===== config.mk =====
export PLATFORM = sky130hd
export DESIGN_NAME = sparse_polynomial_eval
export DESIGN_NICKNAME = d
export VERILOG_FILES = /design/src/sv/spe_pkg.sv /design/src/sv/sparse_polynomial_eval.sv
export SDC_FILE = /design/constraint.sdc
export NUM_CORES = 2
export LEC_CHECK = 0
export BUFFER_PORTS_ARGS = -buffer_cell sky130_fd_sc_hd__clkbuf_2
export CORE_MARGIN = 2
export CORE_UTILIZATION = 40
export CTS_CLUSTER_DIAMETER = 100
export CTS_CLUSTER_SIZE = 14
export DETAILED_ROUTE_END_ITERATION = 6
export REMOVE_ABC_BUFFERS = 1
export SETUP_SLACK_MARGIN = 0.3
export SLEW_MARGIN = 0
export SYNTH_ARGS = -nofsm -noshare
export SYNTH_HDL_FRONTEND = slang
export SYNTH_SLANG_ARGS = --single-unit

===== constraint.sdc =====
create_clock -name i_clk -period 13.43 [get_ports i_clk]
set_clock_uncertainty 0.05 [all_clocks]
set_input_delay 0.6715 -clock i_clk [delete_from_list [all_inputs] [get_ports i_clk]]
set_output_delay 0.6715 -clock i_clk [all_outputs]
set_load 0.02 [all_outputs]

===== src/sv/spe_pkg.sv =====
// Shared types, constants and clamp helpers for the sparse polynomial evaluator.
`timescale 1ns / 1ps
package spe_pkg;

    localparam int MAX_TERMS = 16;
    localparam int CNT_W     = $clog2(MAX_TERMS + 1);
    localparam int IDX_W     = (MAX_TERMS > 1) ? $clog2(MAX_TERMS) : 1;
    localparam int TOTAL_W   = 5;
    localparam int COEF_W    = 16;
    localparam int EXP_W     = 5;
    localparam int VAL_W     = 32;
    localparam int PROD_W    = VAL_W + COEF_W;
    localparam int WIDE_W    = PROD_W - 8 + 1;

    localparam logic [VAL_W-1:0] Q_ONE = VAL_W'(32'h0001_0000);

    localparam logic REQ_APPEND = 1'b0;
    localparam logic REQ_EVAL   = 1'b1;

    localparam logic [1:0] ST_DONE = 2'd0;
    localparam logic [1:0] ST_DROP = 2'd1;
    localparam logic [1:0] ST_SAT  = 2'd2;

    typedef struct packed {
        logic                     req_type;
        logic signed [COEF_W-1:0] coefficient;
        logic [EXP_W-1:0]         exponent;
        logic signed [COEF_W-1:0] x_value;
    } t_spe_req;

    typedef struct packed {
        logic signed [VAL_W-1:0] value;
        logic [1:0]              status;
        logic [TOTAL_W-1:0]      term_total;
    } t_spe_rsp;

    typedef enum logic [2:0] {
        S_IDLE,
        S_READ,
        S_LOAD,
        S_MUL,
        S_PWR,
        S_TERM,
        S_ACC,
        S_DONE
    } t_spe_state;

    // True when v lies outside the signed 32-bit range.
    function automatic logic spe_ovf(input logic signed [WIDE_W-1:0] v);
        logic signed [WIDE_W-1:0] hi;
        logic signed [WIDE_W-1:0] lo;
        hi = WIDE_W'(64'sh7FFF_FFFF);
        lo = -hi - WIDE_W'(1);
        return (v > hi) || (v < lo);
    endfunction

    // Clamp v to the signed 32-bit range.
    function automatic logic signed [VAL_W-1:0] spe_clamp(
        input logic signed [WIDE_W-1:0] v
    );
        logic signed [WIDE_W-1:0] hi;
        logic signed [WIDE_W-1:0] lo;
        hi = WIDE_W'(64'sh7FFF_FFFF);
        lo = -hi - WIDE_W'(1);
        if (v > hi) begin
            return {1'b0, {(VAL_W-1){1'b1}}};
        end else if (v < lo) begin
            return {1'b1, {(VAL_W-1){1'b0}}};
        end else begin
            return v[VAL_W-1:0];
        end
    endfunction

endpackage


===== src/sv/sparse_polynomial_eval.sv =====
// Sparse polynomial evaluator: term table plus a sequenced shared multiplier.
// An append gives its result in the cycle after the transfer.
// An evaluate walks the stored terms in turn (read, load, power steps, coefficient product,
// accumulate); one 32x16 multiplier serves every power step and coefficient product.
// A new request is taken only after the last result; busy stays high through the result cycle.
// Reset (synchronous, active low) empties the table and returns to idle; the receiver
// cannot stall, each result is shown for exactly one cycle with o_valid high.
`timescale 1ns / 1ps
module sparse_polynomial_eval (
    input  logic              i_clk,
    input  logic              i_rst_n,
    input  logic              start,
    output logic              busy,
    input  spe_pkg::t_spe_req i_req,
    output logic              o_valid,
    output spe_pkg::t_spe_rsp o_rsp
);
    import spe_pkg::*;

    // Term table: one write port (append), one registered read port (walk).
    logic signed [COEF_W-1:0] r_coef_mem [MAX_TERMS];
    logic [EXP_W-1:0]         r_exp_mem  [MAX_TERMS];
    logic signed [COEF_W-1:0] r_rd_coef;
    logic [EXP_W-1:0]         r_rd_exp;

    t_spe_state r_state, n_state;

    logic [CNT_W-1:0]         r_count;
    logic [IDX_W-1:0]         r_idx;
    logic [EXP_W-1:0]         r_exp_left;
    logic signed [COEF_W-1:0] r_x;
    logic signed [VAL_W-1:0]  r_power;
    logic signed [VAL_W-1:0]  r_term;
    logic signed [VAL_W-1:0]  r_sum;
    logic signed [PROD_W-1:0] r_prod;
    logic                     r_sat;
    logic signed [VAL_W-1:0]  r_value;
    logic [1:0]               r_status;

    logic                     w_accept;
    logic                     w_full;
    logic                     w_last;
    logic signed [COEF_W-1:0] w_mul_b;
    logic signed [PROD_W-1:0] w_prod;
    logic signed [WIDE_W-1:0] w_scaled;
    logic signed [WIDE_W-1:0] w_sum_wide;
    logic [CNT_W-1:0]         w_idx_next;
    logic [CNT_W+TOTAL_W-1:0] w_total_ext;

    assign w_accept   = start && !busy;
    assign w_full     = (r_count == CNT_W'(MAX_TERMS));
    assign w_idx_next = CNT_W'(r_idx) + CNT_W'(1);
    assign w_last     = (w_idx_next == r_count);

    // Shared unit: power times x while exponent steps remain, else power times coefficient.
    assign w_mul_b  = (r_exp_left != '0) ? r_x : r_rd_coef;
    assign w_prod   = PROD_W'(r_power) * PROD_W'(w_mul_b);
    // Arithmetic shift is a floor divide by 256.
    assign w_scaled = WIDE_W'(r_prod >>> 8);
    assign w_sum_wide = WIDE_W'(r_sum) + WIDE_W'(r_term);

    // Next state
    always_comb begin
        n_state = r_state;
        case (r_state)
            S_IDLE: begin
                if (w_accept) begin
                    if (i_req.req_type == REQ_EVAL && r_count != '0) begin
                        n_state = S_READ;
                    end else begin
                        n_state = S_DONE;
                    end
                end
            end
            S_READ: n_state = S_LOAD;
            S_LOAD: n_state = S_MUL;
            S_MUL: begin
                n_state = (r_exp_left != '0) ? S_PWR : S_TERM;
            end
            S_PWR:  n_state = S_MUL;
            S_TERM: n_state = S_ACC;
            S_ACC:  n_state = w_last ? S_DONE : S_READ;
            S_DONE: n_state = S_IDLE;
            default: n_state = S_IDLE;
        endcase
    end

    // Handshake outputs
    always_comb begin
        busy    = (r_state != S_IDLE);
        o_valid = (r_state == S_DONE);
    end

    assign w_total_ext      = {TOTAL_W'(0), r_count};
    assign o_rsp.value      = r_value;
    assign o_rsp.status     = r_status;
    assign o_rsp.term_total = w_total_ext[TOTAL_W-1:0];

    // Control state
    always_ff @(posedge i_clk) begin
        if (!i_rst_n) begin
            r_state <= S_IDLE;
            r_count <= '0;
        end else begin
            r_state <= n_state;
            if (r_state == S_IDLE && w_accept && i_req.req_type == REQ_APPEND && !w_full) begin
                r_count <= r_count + CNT_W'(1);
            end
        end
    end

    // Term table write and registered read
    always_ff @(posedge i_clk) begin
        if (r_state == S_IDLE && w_accept && i_req.req_type == REQ_APPEND && !w_full) begin
            r_coef_mem[r_count[IDX_W-1:0]] <= i_req.coefficient;
            r_exp_mem[r_count[IDX_W-1:0]]  <= i_req.exponent;
        end
        r_rd_coef <= r_coef_mem[r_idx];
        r_rd_exp  <= r_exp_mem[r_idx];
    end

    // Datapath
    always_ff @(posedge i_clk) begin
        case (r_state)
            S_IDLE: begin
                if (w_accept) begin
                    // Start the walk clean; append and empty table both report zero.
                    r_x     <= i_req.x_value;
                    r_idx   <= '0;
                    r_sum   <= '0;
                    r_sat   <= 1'b0;
                    r_value <= '0;
                    if (i_req.req_type == REQ_APPEND && w_full) begin
                        r_status <= ST_DROP;
                    end else begin
                        r_status <= ST_DONE;
                    end
                end
            end
            S_LOAD: begin
                r_power    <= Q_ONE;
                r_exp_left <= r_rd_exp;
            end
            S_MUL: begin
                r_prod <= w_prod;
            end
            S_PWR: begin
                // Hold a clamped power as it is for the next step.
                r_power    <= spe_clamp(w_scaled);
                r_exp_left <= r_exp_left - EXP_W'(1);
                if (spe_ovf(w_scaled)) begin
                    r_sat <= 1'b1;
                end
            end
            S_TERM: begin
                r_term <= spe_clamp(w_scaled);
                if (spe_ovf(w_scaled)) begin
                    r_sat <= 1'b1;
                end
            end
            S_ACC: begin
                r_sum <= spe_clamp(w_sum_wide);
                r_idx <= w_idx_next[IDX_W-1:0];
                if (w_last) begin
                    r_value  <= spe_clamp(w_sum_wide);
                    r_status <= (r_sat || spe_ovf(w_sum_wide)) ? ST_SAT : ST_DONE;
                end
                if (spe_ovf(w_sum_wide)) begin
                    r_sat <= 1'b1;
                end
            end
            default: begin
            end
        endcase
    end

    // Checks
    a_done_to_idle: assert property (@(posedge i_clk) disable iff (!i_rst_n)
        o_valid |=> !busy)
        else $error("result cycle not followed by idle");

    a_count_bound: assert property (@(posedge i_clk) disable iff (!i_rst_n)
        r_count <= CNT_W'(MAX_TERMS))
        else $error("term count exceeds table size");

    a_drop_full: assert property (@(posedge i_clk) disable iff (!i_rst_n)
        (o_valid && o_rsp.status == ST_DROP) |-> w_full)
        else $error("drop reported with room in the table");

    a_accept_busy: assert property (@(posedge i_clk) disable iff (!i_rst_n)
        w_accept |=> busy)
        else $error("transfer did not raise busy");

    a_walk_nonempty: assert property (@(posedge i_clk) disable iff (!i_rst_n)
        (r_state == S_READ) |-> (r_count != '0))
        else $error("term walk started on an empty table");

endmodule

==> impl_metrics.tcl <==
set metrics [dict create \
    required_ns 13.77 \
    tightest_slew_ns 1.20 \
    r2r_start "r_exp_left[0]$_DFFE_PP_" \
    regArea_um2 16600 \
    clk_pin_slew_worst_paths_ns 0.07 \
    drt-met1-wl_mm 43.5 \
    setup_viol 0 \
    synth_top_cell_area_share 0.397 \
    ys_warn_count 0 \
    drt-wirelength-per-cell_um 21.3 \
    row_count 116 \
    fillers 9108 \
    grt_antenna_before_repair 4 \
    post-cts-setup-buffer-count 0 \
    grt_first_pass_wirelength_mm 153 \
    overflow 0 \
    synth-edff-count 532 \
    nets 3959 \
    hold_class "in2reg" \
    syn_inst 3271 \
    finalWirelength_mm 98.2 \
    synth_ff_type "edfxtp_1" \
    min_to "r_x[1]$_DFFE_PP_" \
    clockRootBuffer "clkbuf_16" \
    multi_input_area_um2 21100 \
    synth_compound_area_frac 0.0502 \
    num_vias 24100 \
    dr_wl_met2_mm 46.6 \
    tns_ns 0 \
    grt_max_degree 56 \
    reg2reg_to "r_prod[46]$_DFFE_PP_" \
    slowest_delay_ns 0.81 \
    async_flop_share 0 \
    max-cap-violations 0 \
    routed.top_layer "met5" \
    layout_min_cycle_time_ns 8.22 \
    yosys.area_share.simple 0.0989 \
    first_pass_iters 5 \
    post-dp-hpwl_mm 69.3 \
    core_area_um2 100000 \
    synthAdderAreaFrac 0.288 \
    start_util 0.403 \
    vias_per_cell 5.21 \
    startpoint_type "register" \
    slowest_stage "mux2_2" \
    min_period_over_period 0.612 \
    synth_top_family_by_area "adder cells" \
    holdBufCountCts 0 \
    yosys-mux-area-fraction 0.0645 \
    grt_pass1_vias 25200 \
    rrSetupSlack_ns 5.21 \
    slew_headroom 0.197 \
    numPortBuffers 81 \
    synth-xor-area-share 0.0189 \
    synth_area_um2 40300 \
    clock_latency_ns 0.64 \
    drc_errors 0 \
    track_usage 0.194 \
    cts_buffers 47 \
    finalHoldViolations 0 \
    dieHeight_um 321 \
    drt-initial-drc-count 1954 \
    ios 82 \
    slew_violations 0 \
    yosysUniqueCellTypes 73 \
    yosys_register_bits 561 \
    post_cts_resize_count 0 \
    cts_tree "done" \
    synth_area_per_cell_um2 12.3 \
    die_x_um 321 \
    crit_top_cell "fa_1" \
    clock_path_buffers 3 \
    die_area_um2 103000 \
    critPathMaxFanout 32 \
    status "finished clean" \
    fmaxAchievable_mhz 122 \
    synth_commonest_cells "579 x inv_1, 532 x edfxtp_1, 486 x fa_1, 372 x nand2_1, 182 x and2_1" \
    place.gp.congestion 0.874 \
    min_delay_path_depth 1 \
    hp-start "i_req[1]" \
    areaGrowthSynthToFinish_pct 8.09 \
    synthTopCellsByArea "edfxtp_1 40%, fa_1 24%, mux4_2 5.9%" \
    synth_most_common_cell "inv_1" \
    grt_setup_unrepaired "false" \
    dr_wl_met3_mm 6.49 \
    rr_worst_depth 25 \
    cts_sinks 561 \
    ant_nets 0 \
    drive_above_1_share 0.102 \
    synth_top_area_cell "edfxtp_1" \
    end_kind "register" \
    ys_seq_area_frac 0.411 \
    cts.htree.levels 2 \
    diodes 0 \
    arrival_ns 8.55 \
    crit_type "reg2reg" \
]
sequential cells by signal, summed over array words and instances (netlist names), 4 cells and up:
register    count
r_coef_mem    256
r_count         5
r_exp_left      5
r_exp_mem      80
r_idx           4
r_power        32
r_prod         40
r_rd_coef      16
r_rd_exp        5
r_sum          32
r_term         32
r_value        32
r_x            16
metal layers:
metal,vias up,track usage
li1,10700,-
met5,-,0
met4,4,0.0353
met2,645,0.321
met3,103,0.0359
met1,12600,0.271
per-stage QoR:
stage	worst slack, ns	hold WS, ns	instances	utilization	area (um2)
after floorplan	5.30	0.421	3120	-	39700
after global placement	5.36	0.455	4531	0.421	42100
after detailed placement	5.28	0.473	4531	0.421	42100
after CTS	5.27	0.122	4617	0.435	43500
after global routing	4.78	0.140	4617	0.435	43500
final	5.21	0.156	4617	0.435	43500
how the worst max path moves through the flow:
stage | start | endpoint | cells past startpoint
floorplan | r_exp_left[0]$_DFFE_PP_ | r_prod[46]$_DFFE_PP_ | 23
global placement | r_exp_left[0]$_DFFE_PP_ | r_prod[46]$_DFFE_PP_ | 25
detailed placement | r_exp_left[0]$_DFFE_PP_ | r_prod[46]$_DFFE_PP_ | 25
CTS | r_exp_left[0]$_DFFE_PP_ | r_prod[46]$_DFFE_PP_ | 25
global route | r_exp_left[0]$_DFFE_PP_ | r_prod[46]$_DFFE_PP_ | 25
finish | r_exp_left[0]$_DFFE_PP_ | r_prod[46]$_DFFE_PP_ | 25
placed cells by master, fill, tap and decap left out, types with 12 or more instances in the layout:
cell type  instances
a21oi_1          110
mux2_2            16
a21o_1            64
nand4_1           20
buf_4             32
inv_1            579
and2_1           182
xnor2_1           57
ha_1             150
edfxtp_1         532
and3_1            12
nor3_1            12
o21ai_0           42
clkbuf_2          81
nand3_1           20
mux4_2           105
xor2_1            30
nand2_1          370
clkbuf_16         48
nor2_1            74
fa_1             486
nor2b_1           67
dfxtp_1           29
clkbuf_1          30
kinds of logic (layout without fill, tap and decap cells):
group,count (synthesis),after routing
AOI/OAI and AO/OA,312,312
DFF,561,561
buffers and inverters,730,778
xor gates and xnor gates,87,87
muxes,126,126
and+or+nand+nor,819,819
adders and majority gates,636,636
critical path: cells and delay by family, from the launching register on:
family | cells | cell delay [ns]
simple gates | 3 | 0.45
compound gates | 8 | 2.07
fa+ha+maj | 8 | 3.52
mux | 1 | 0.81
buf+inv | 5 | 0.59
flops | 1 | 0.41
layout make-up:
class | count | area share
timing repair buffer | 113 | 0.0148
inverter | 579 | 0.0499
clock buffer | 79 | 0.0305
multi-input combinational | 1980 | 0.484
clock inverter | 7 | 0.00276
tap | 1298 | 0.0373
sequential | 561 | 0.380
Power is left out: the tool's default activity adds up to more than one toggle a clock period on the data nets, which glitch-free logic cannot reach.
